--- src/rtl/core/rmq_pkg.sv ---
package rmq_pkg;

   // slot of the large (0.25*s) component in the result
   typedef enum logic [1:0] {
      POS_0,
      POS_1,
      POS_2,
      POS_3
   } rmq_pos_type;

endpackage

--- src/rtl/core/rmq_sqrt.sv ---
// Pipelined integer square root, one root bit per stage.
// root_out = floor(sqrt(x_in)), RW stages.
module rmq_sqrt
   import rmq_pkg::*;
#(
   parameter int IW = 32
) (
   input  logic                clock,
   input  logic                enable,
   input  logic [IW-1:0]       x_in,
   output logic [IW/2-1:0]     root_out
);

   localparam int RW = IW / 2;

   logic [RW:0]   rem_ff  [RW];
   logic [RW-1:0] root_ff [RW];
   logic [IW-1:0] x_ff    [RW];
   logic [RW:0]   rem_in  [RW];
   logic [RW-1:0] root_in [RW];

   for (genvar k = 0; k < RW; k++) begin : g_stage
      logic [RW:0]   rem_prev;
      logic [RW-1:0] root_prev;
      logic [IW-1:0] x_prev;
      logic [RW+2:0] rem_sh;
      logic [RW+2:0] trial;
      logic [RW+2:0] diff;
      logic          ge;

      if (k == 0) begin : g_first
         assign rem_prev  = '0;
         assign root_prev = '0;
         assign x_prev    = x_in;
      end else begin : g_next
         assign rem_prev  = rem_ff[k-1];
         assign root_prev = root_ff[k-1];
         assign x_prev    = x_ff[k-1];
      end

      // bring down the next two radicand bits and try the next root bit
      assign rem_sh     = {rem_prev, x_prev[IW-1-2*k -: 2]};
      assign trial      = {1'b0, root_prev, 2'b01};
      assign ge         = rem_sh >= trial;
      assign diff       = rem_sh - trial;
      assign rem_in[k]  = ge ? diff[RW:0] : rem_sh[RW:0];
      assign root_in[k] = {root_prev[RW-2:0], ge};

      always_ff @(posedge clock) begin
         if (enable) begin
            rem_ff[k]  <= rem_in[k];
            root_ff[k] <= root_in[k];
            x_ff[k]    <= x_prev;
         end
      end
   end

   assign root_out = root_ff[RW-1];

endmodule

--- config.mk ---
export PLATFORM = sky130hd
export DESIGN_NAME = rmq_sqrt
export DESIGN_NICKNAME = d
export VERILOG_FILES = /design/src/rtl/core/rmq_pkg.sv /design/src/rtl/core/rmq_sqrt.sv
export SDC_FILE = /design/constraint.sdc
export NUM_CORES = 1
export LEC_CHECK = 0
export BUFFER_PORTS_ARGS = -buffer_cell sky130_fd_sc_hd__buf_2
export CAP_MARGIN = 10
export CORE_ASPECT_RATIO = 0.7
export CORE_MARGIN = 2
export CORE_UTILIZATION = 48
export CTS_CLUSTER_DIAMETER = 200
export CTS_CLUSTER_SIZE = 20
export DETAILED_ROUTE_END_ITERATION = 12
export HOLD_SLACK_MARGIN = 0.08
export SYNTH_ARGS = -nofsm -noshare
export SYNTH_HDL_FRONTEND = slang
export SYNTH_SLANG_ARGS = --single-unit
--- constraint.sdc ---
create_clock -name clock -period 8.6 [get_ports clock]
set_input_delay 1.72 -clock clock [delete_from_list [all_inputs] [get_ports clock]]
set_output_delay 1.72 -clock clock [all_outputs]
set_load 0.01 [all_outputs]
==> flow_summary.yaml <==
status:
  status: "finished clean"
drt:
  drtIter0Drc: 1511
  routed_via_density: 5.473
  wl_per_cell_um: 17.12
  drc: 0
  ant_nets: 0
  first_pass_iters: 5
  num_vias: 16468
  drt_wl_total_mm: 51.51
cts:
  h-tree-depth: 2
  cts_sinks: 613
  cts_resized: 0
  root_buffer: "clkbuf_16"
  clkLatencyLatePin_ns: 0.59
  clkTransAtPathRegs_ns: 0.09
  cts_buffers: 36
  cts_tree: "built"
  cts_hold_buf: 0
  cts_setup_buffers: 0
  clockBufferDepth: 3
sta:
  timing.final.crit_share: 0.3999
  setup_ws_ns: 5.161
  slew_violations: 0
  hold_viol: 0
  fmax_mhz: 290.7
  max-slew-margin-rel: 0.2762
  fin_crit_ns: 3.439
  finalClockSkew_ns: 0.02127
  fin_tns_setup_ns: 0
  rsz0062_at_grt: "no"
  worst_pin_slew_ns: 1.083
  setup_viol: 0
  whs_ns: 0.4138
critical_path:
  max_stage_delay_ns: 0.81
  crit_family: "simple AND/OR/NAND/NOR gates"
  path_max_fanout: 12
  critPathRequiredTime_ns: 8.93
  cp-end-kind: "register"
  crit_type: "reg -> reg"
  critPathArrivalTime_ns: 3.77
  crit_chain: "ha_1 -> or3_1 -> o22ai_1 -> a21oi_1 -> o22a_1 -> nor2_1 -> mux2_2"
  critPathSlowestCell: "nor2_1"
  crit_buf_inv: 0
  startpoint_type: "register"
die:
  core-area_sq_um: 58520
  start_util: 0.4871
  die_w_um: 295.3
  dieArea_sq_um: 61380
  die_y_um: 207.9
  io_pins: 50
  rows: 74
finish:
  regArea_sq_um: 18410
  layout-drive-gt1-share: 0.07466
  syn2layout_area_growth_pct: 7.726
  fin_nets: 2394
  multi_input_area_sq_um: 9281
  layout_common_cells: "edfxtp_1 (613), inv_1 (181), nor2_1 (157), ha_1 (152), a21oi_1 (128)"
  layout_commonest_cell: "edfxtp_1"
  fin_util: 0.5247
  fill_cells: 4996
worst_hold_path:
  hold_class: "reg -> reg"
synth:
  syn_area_per_cell_sq_um: 13.28
  yosys_warnings: 0
  syn-cell-area_sq_um: 28500
  async_reset_ff_frac: 0
  syn_nets: 2333
  syn_inst: 2147
  synth_cell_types: 78
  seq_area_frac_synth: 0.6458
  synth_edf_count: 613
  ys.flop_type: "edfxtp_1"
  ys_seq_elements: 613
power_and_ir_drop:
  power_leakage_uw: 0.01150
  vdd.ir_drop.worst_v: 0.0001314
  fin_total_pwr_uw: 6764
  power_density_nw_per_um2: 220.3
global_route:
  first_global_vias: 15484
  grt_max_degree: 182
  grt_overflow_total: 0
  antenna_found_initial: 0
  grt.total_usage: 0.1689
  grt_pass1_wl_mm: 83.00
flow_run:
  drv_cap: 0
placement:
  dp_slack_ns: 4.887
  hpwl_mm: 36.36
  portBuffers: 49
  gp_congestion: 0.9522
power by group:
| part | switching [uW] | internal, uW | total (uW) |
|---|---|---|---|
| registers | 182 | 3690 | 3870 |
| logic | 671 | 515 | 1190 |
| clock network | 941 | 767 | 1710 |
| total | 1790 | 4970 | 6760 |
metal layers:
| metal | track usage | share of wire | up-vias |
|---|---|---|---|
| li1 | - | - | 8124 |
| met1 | 0.2866 | 0.54 | 7873 |
| met2 | 0.2190 | 0.38 | 411 |
| met3 | 0.03105 | 0.061 | 60 |
| met4 | 0.03746 | 0.016 | 0 |
| met5 | 0 | 0 | - |
registers in the layout, indices dropped and copies added, names as in the netlist:
register and flops:
root_ff 136, x_ff 240, rem_ff 237
Yosys cell counts, drive strengths merged (18+ instances only):
library cell | count | area, sq um
clkbuf | 25 | 93.84
nor2b | 21 | 131.4
nand2 | 76 | 285.3
a21oi | 128 | 640.6
or3 | 27 | 170.2
a21o | 25 | 187.7
or4 | 18 | 142.6
o21ai | 94 | 470.5
o21a | 39 | 292.8
nand2b | 21 | 131.4
nand4 | 25 | 156.4
nand3 | 53 | 265.3
ha | 152 | 1902
nor4 | 21 | 131.4
nor3 | 58 | 295.3
nor2 | 157 | 589.3
mux2 | 42 | 473.0
xnor2 | 97 | 849.6
edfxtp | 613 | 18410
inv | 181 | 679.4
xor2 | 61 | 534.3
metrics by stage:
| step | std cells | area [sq um] |
|---|---|---|
| after floorplan | 2147 | 28500 |
| after detailed placement | 2968 | 29720 |
| final | 3009 | 30700 |
| after CTS | 3008 | 30700 |
| after global placement | 2968 | 29720 |
| after global routing | 3008 | 30700 |
cells by family after synthesis:
group / share of synthesized area
other cells: 0.0001316
buf+inv: 0.02853
xor+xnor: 0.04855
simple gates: 0.09759
compound gates: 0.09429
fa+ha+maj: 0.06673
flops: 0.6458
mux: 0.01835
path summary, 6_finish.rpt:
kind                                from                       to  slack (ns)  cells past startpoint
setup / recovery  rem_ff[1][2]$_DFFE_PP_  rem_ff[1][27]$_DFFE_PP_        5.16                      7
hold / removal     x_ff[1][71]$_DFFE_PP_   x_ff[1][103]$_DFFE_PP_        0.41                      0
setup reg to reg  rem_ff[1][2]$_DFFE_PP_  rem_ff[1][27]$_DFFE_PP_        5.16                      7
hold reg to reg    x_ff[1][71]$_DFFE_PP_   x_ff[1][103]$_DFFE_PP_        0.41                      0
area by class of cell:
type                       count  area share
sequential                   613      0.5995
multi-input combinational   1319      0.3023
tap                          798     0.03252
clock buffer                  36     0.02934
inverter                     182     0.02225
timing repair buffer          56     0.01125
clock inverter                 4    0.002771
antenna                        1  0.00008150
(Power assumes the default switching activity.)
