==> config.mk <==
export PLATFORM = sky130hd
export DESIGN_NAME = rmq_div
export DESIGN_NICKNAME = d
export VERILOG_FILES = /design/src/rtl/core/rmq_pkg.sv /design/src/rtl/core/rmq_div.sv
export SDC_FILE = /design/constraint.sdc
export NUM_CORES = 2
export LEC_CHECK = 0
export BUFFER_PORTS_ARGS = -buffer_cell sky130_fd_sc_hd__buf_2
export CAP_MARGIN = 25
export CELL_PAD_IN_SITES_DETAIL_PLACEMENT = 1
export CELL_PAD_IN_SITES_GLOBAL_PLACEMENT = 2
export CORE_ASPECT_RATIO = 1.2
export CORE_UTILIZATION = 47
export CTS_CLUSTER_DIAMETER = 200
export DETAILED_ROUTE_END_ITERATION = 12
export GPL_TIMING_DRIVEN = 0
export HOLD_SLACK_MARGIN = 0.06
export PLACE_DENSITY = 0.85
export SYNTH_ARGS = -nofsm -noshare
export SYNTH_HDL_FRONTEND = slang
export SYNTH_SLANG_ARGS = --single-unit
==> constraint.sdc <==
create_clock -name clock -period 4.6 [get_ports clock]
set_clock_uncertainty 0.2 [all_clocks]
set_input_delay 0.92 -clock clock [delete_from_list [all_inputs] [get_ports clock]]
set_output_delay 0.92 -clock clock [all_outputs]
set_load 0.02 [all_outputs]
==> src/rtl/core/rmq_pkg.sv <==
package rmq_pkg;

   // slot of the large (0.25*s) component in the result
   typedef enum logic [1:0] {
      POS_0,
      POS_1,
      POS_2,
      POS_3
   } rmq_pos_type;

endpackage

==> src/rtl/core/rmq_div.sv <==
// Pipelined restoring divider, one quotient bit per stage.
// quo_out = num_in / den_in (unsigned), NW stages.
// A zero divisor gives a meaningless quotient; the caller handles it.
module rmq_div
   import rmq_pkg::*;
#(
   parameter int NW = 31,
   parameter int DW = 17
) (
   input  logic          clock,
   input  logic          enable,
   input  logic [NW-1:0] num_in,
   input  logic [DW-1:0] den_in,
   output logic [NW-1:0] quo_out
);

   logic [DW-1:0] rem_ff [NW];
   logic [NW-1:0] quo_ff [NW];
   logic [NW-1:0] num_ff [NW];
   logic [DW-1:0] den_ff [NW];
   logic [DW-1:0] rem_in [NW];
   logic [NW-1:0] quo_in [NW];

   for (genvar k = 0; k < NW; k++) begin : g_stage
      logic [DW-1:0] rem_prev;
      logic [NW-1:0] quo_prev;
      logic [NW-1:0] num_prev;
      logic [DW-1:0] den_prev;
      logic [DW:0]   rem_sh;
      logic [DW:0]   diff;
      logic          ge;

      if (k == 0) begin : g_first
         assign rem_prev = '0;
         assign quo_prev = '0;
         assign num_prev = num_in;
         assign den_prev = den_in;
      end else begin : g_next
         assign rem_prev = rem_ff[k-1];
         assign quo_prev = quo_ff[k-1];
         assign num_prev = num_ff[k-1];
         assign den_prev = den_ff[k-1];
      end

      // shift in the next dividend bit, subtract if it fits
      assign rem_sh    = {rem_prev, num_prev[NW-1-k]};
      assign ge        = rem_sh >= {1'b0, den_prev};
      assign diff      = rem_sh - {1'b0, den_prev};
      assign rem_in[k] = ge ? diff[DW-1:0] : rem_sh[DW-1:0];
      assign quo_in[k] = {quo_prev[NW-2:0], ge};

      always_ff @(posedge clock) begin
         if (enable) begin
            rem_ff[k] <= rem_in[k];
            quo_ff[k] <= quo_in[k];
            num_ff[k] <= num_prev;
            den_ff[k] <= den_prev;
         end
      end
   end

   assign quo_out = quo_ff[NW-1];

endmodule

==> results.tsv <==
metric	value	unit
number of clock buffers inserted by TritonCTS	199	
actual transition at the worst max-transition pin	1.06	ns
Residual DRC	0	
proportion of register bits with asynchronous set or reset after synthesis	0	
GRT Residual Overflow	0	
DRC violation total after the first TritonRoute iteration	2400	
cell with the largest stage delay on the worst path	sky130_fd_sc_hd__a21oi_1	
CP max stage delay	0.50	ns
CP Class	reg2reg	
worst reg-to-reg path cell count	14	
total standard cell area after synthesis	89100	um2
worst min-delay path class	reg2reg	
count of buffers from port buffering	80	
TritonCTS clock tree	built	
antenna violations before repair	2	
FF+latch count, synth	1981	
status	complete, no violations	
Die ar.	191000	um2
critical-path cell list	inv_1 > ha_1 > inv_1 > fa_1 > a211oi_1 > o21ai_0 > a21oi_1 > o31ai_1 > a311o_1 > a31o_2 > buf_2 > buf_2 > buf_4 > a21oi_1	
most common library cell in the layout ignoring fill and taps	sky130_fd_sc_hd__edfxtp_1	
Synth area leader	sky130_fd_sc_hd__edfxtp_1	
Routed WL	178	mm
deepest level of the CTS H-tree	4	
Die Wd	400	um
syn_area_per_cell	14.3	um2
Final Slew Violations	0	
DR vias	49500	
maximum buffer depth of the clock tree	3	
largest net degree at the start of global routing	187	
Hold Vio Cnt, Final	0	
number of vias per cell	5.37	
detailed-router iteration count before antenna repair	5	
fraction of final layout cells sized beyond drive strength 1	0.112	
final core utilization	0.532	
launch point of the worst hold path	quo_ff[1][77]$_DFFE_PP_	
final setup violating endpoints	0	
# IOs	81	
number of max-capacitance violations reported	0	
Synthesis Warnings	0	
Crit Reg-Reg Endpoint	rem_ff[0][242]$_DFFE_PP_	
critical path's top delay family	compound AO/OA/AOI/OAI gates	
reg2reg start	num_ff[0][419]$_DFFE_PP_	
global-route wire length before repair	283	mm
Post-Synthesis Cells	6222	
root buf cell	sky130_fd_sc_hd__clkbuf_16	
clock insertion delay at the later pin of the skew report	0.84	ns
post-route setup slack	0.159	ns
number of distinct library cells after synthesis	77	
last weighted congestion value of the routability-driven placer	0.842	
vias in the first global route	53100	
Max IR drop VDD	0.435	mV
Vert. Die Dim	479	um
sequential share of the synthesized area	0.667	
synthesized netlist net count	6813	
Setup crit end kind	flop	
top achievable clock speed	225	MHz
power density over the cells	663	nW/um2
startpoint type of the worst setup path	flop	
crit-path max FO	10	
most used cells in the layout excluding fill and tap cells	1,981 x sky130_fd_sc_hd__edfxtp_1, 660 x sky130_fd_sc_hd__inv_1, 512 x sky130_fd_sc_hd__ha_1, 369 x sky130_fd_sc_hd__a21oi_1, 294 x sky130_fd_sc_hd__o21ai_0	
Final period util	0.965	
HPWL after detailed placement	128	mm
Hold Crit Endpoint	quo_ff[1][109]$_DFFE_PP_	
combined buffer and inverter count along the critical path	5	
time the worst path needs with I/O delays and setup	4.44	ns
all-layer global routing usage	0.187	
number of enable flip-flop cells after synthesis	1981	
DR WL/cell	19.3	um
Initial Utilization	0.474	
WP data required	5.03	ns
Layout area overhead	12.2	%
number of sinks handled by clock tree synthesis	1981	
slack of the worst reg-to-reg path	0.16	ns
top cells by area in the synthesized netlist	sky130_fd_sc_hd__edfxtp_1 67%, sky130_fd_sc_hd__ha_1 7.2%, sky130_fd_sc_hd__mux2_2 3.4%, sky130_fd_sc_hd__inv_1 2.8%, sky130_fd_sc_hd__xnor2_1 2.5%	
worst path arrival time	4.87	ns
RSZ-0062 raised after global routing	no	
Slew HR	0.296	
fin nets	7158	
clock-pin slew on the worst setup and hold paths	0.06	ns
core area	188000	um2
number of nets with antenna violations after detailed routing	0	
leak pwr	0.0386	uW
worst slack, placed	-0.119	ns
Worst Hold Path Cells	0	
area share of the largest cell type after synthesis	0.667	
most common flop cell mapped by yosys	sky130_fd_sc_hd__edfxtp_1	
row count	174	
stage by stage:
stage	hold slack [ns]	instances	instance area, um2	TNS, ns	total power (uW)
2_1_floorplan	0.200	6222	89100	0	43800
3_3_place_gp	0.200	8766	92600	-	50800
3_5_place_dp	0.205	8779	93000	-23.46	50700
4_1_cts	0.195	9201	100000	0	67100
5_1_grt	0.208	9206	100000	0	70300
6_report	0.209	9206	100000	0	66300
routing by layer:
layer,GRT usage,part of all wire
met5,0,0
met4,0.0704,0.034
met3,0.0273,0.027
met2,0.352,0.54
met1,0.210,0.40
sequential cells by signal (all words and copies together) (netlist names):
signal,cells
num_ff,465
rem_ff,510
quo_ff,496
den_ff,510
worst max path at each step:
stage	start	cells after the start	to	slack, ns
after CTS	num_ff[1][223]$_DFFE_PP_	12	rem_ff[1][136]$_DFFE_PP_	0.06
final	num_ff[0][419]$_DFFE_PP_	14	rem_ff[0][242]$_DFFE_PP_	0.16
after detailed placement	enable	5	quo_ff[1][463]$_DFFE_PP_	-0.12
after floorplan	num_ff[0][209]$_DFFE_PP_	13	rem_ff[0][127]$_DFFE_PP_	1.17
after global routing	num_ff[0][119]$_DFFE_PP_	12	rem_ff[0][82]$_DFFE_PP_	0.006
after global placement	enable	1	quo_ff[1][462]$_DFFE_PP_	-28.49
cell usage after synthesis, types with 35 or more instances:
master / number
sky130_fd_sc_hd__a21oi_1: 370
sky130_fd_sc_hd__o21bai_1: 95
sky130_fd_sc_hd__o21a_1: 39
sky130_fd_sc_hd__clkbuf_1: 49
sky130_fd_sc_hd__xor2_1: 140
sky130_fd_sc_hd__mux2_2: 269
sky130_fd_sc_hd__nand4_1: 73
sky130_fd_sc_hd__inv_1: 660
sky130_fd_sc_hd__o21ai_0: 294
sky130_fd_sc_hd__a211oi_1: 51
sky130_fd_sc_hd__a31oi_1: 54
sky130_fd_sc_hd__nor2_1: 267
sky130_fd_sc_hd__nand2_1: 272
sky130_fd_sc_hd__nor2b_1: 48
sky130_fd_sc_hd__xnor2_1: 258
sky130_fd_sc_hd__and3_1: 35
sky130_fd_sc_hd__a21o_1: 175
sky130_fd_sc_hd__edfxtp_1: 1981
sky130_fd_sc_hd__nand3_1: 51
sky130_fd_sc_hd__ha_1: 512
sky130_fd_sc_hd__nor3_1: 73
sky130_fd_sc_hd__nand2b_1: 39
timing repair:
action / CTS / global route
setup endpoints to repair: 5 / 44
hold buffers: 47 / 0
buffers inserted: 0 / 2
pin swaps: 0 / 1
endpoints found under the hold margin: 47 / 0
resized for setup: 1 / 8
where the power goes:
part | total (uW) | leakage, uW | switching [uW] | internal, uW
combinational | 23800 | 0.0161 | 13100 | 10700
sequential | 26600 | 0.0194 | 1850 | 24800
clock | 15900 | 0.00314 | 6950 | 8930
total | 66300 | 0.0386 | 21900 | 44400
worst reg2reg max path, delay by kind of cell (launching register included):
kind | cells | cell delay (ns)
flops | 1 | 0.42
compound gates | 7 | 2.18
fa+ha+maj | 2 | 0.60
buf+inv | 5 | 0.83
cell families after synthesis:
kind of cell               synth area share
adders and majority gates            0.0784
buffers and inverters                0.0318
and+or+nand+nor                      0.0508
AOI/OAI and AO/OA                    0.0949
muxes                                0.0377
DFF                                   0.667
xor gates and xnor gates             0.0391
cell type report:
cell class              instances  area (um2)
diodes                          1        2.50
plain buffers                  74         354
clock buffers                 247        5180
clock inverters               128        1320
fillers                     18200       87900
inverters                     661        2480
multi-input cells            3506       26800
flip-flops and latches       1981       59500
well taps                    2464        3080
repair buffers                144        1270
No activity file was read; power rests on OpenSTA's default activity.
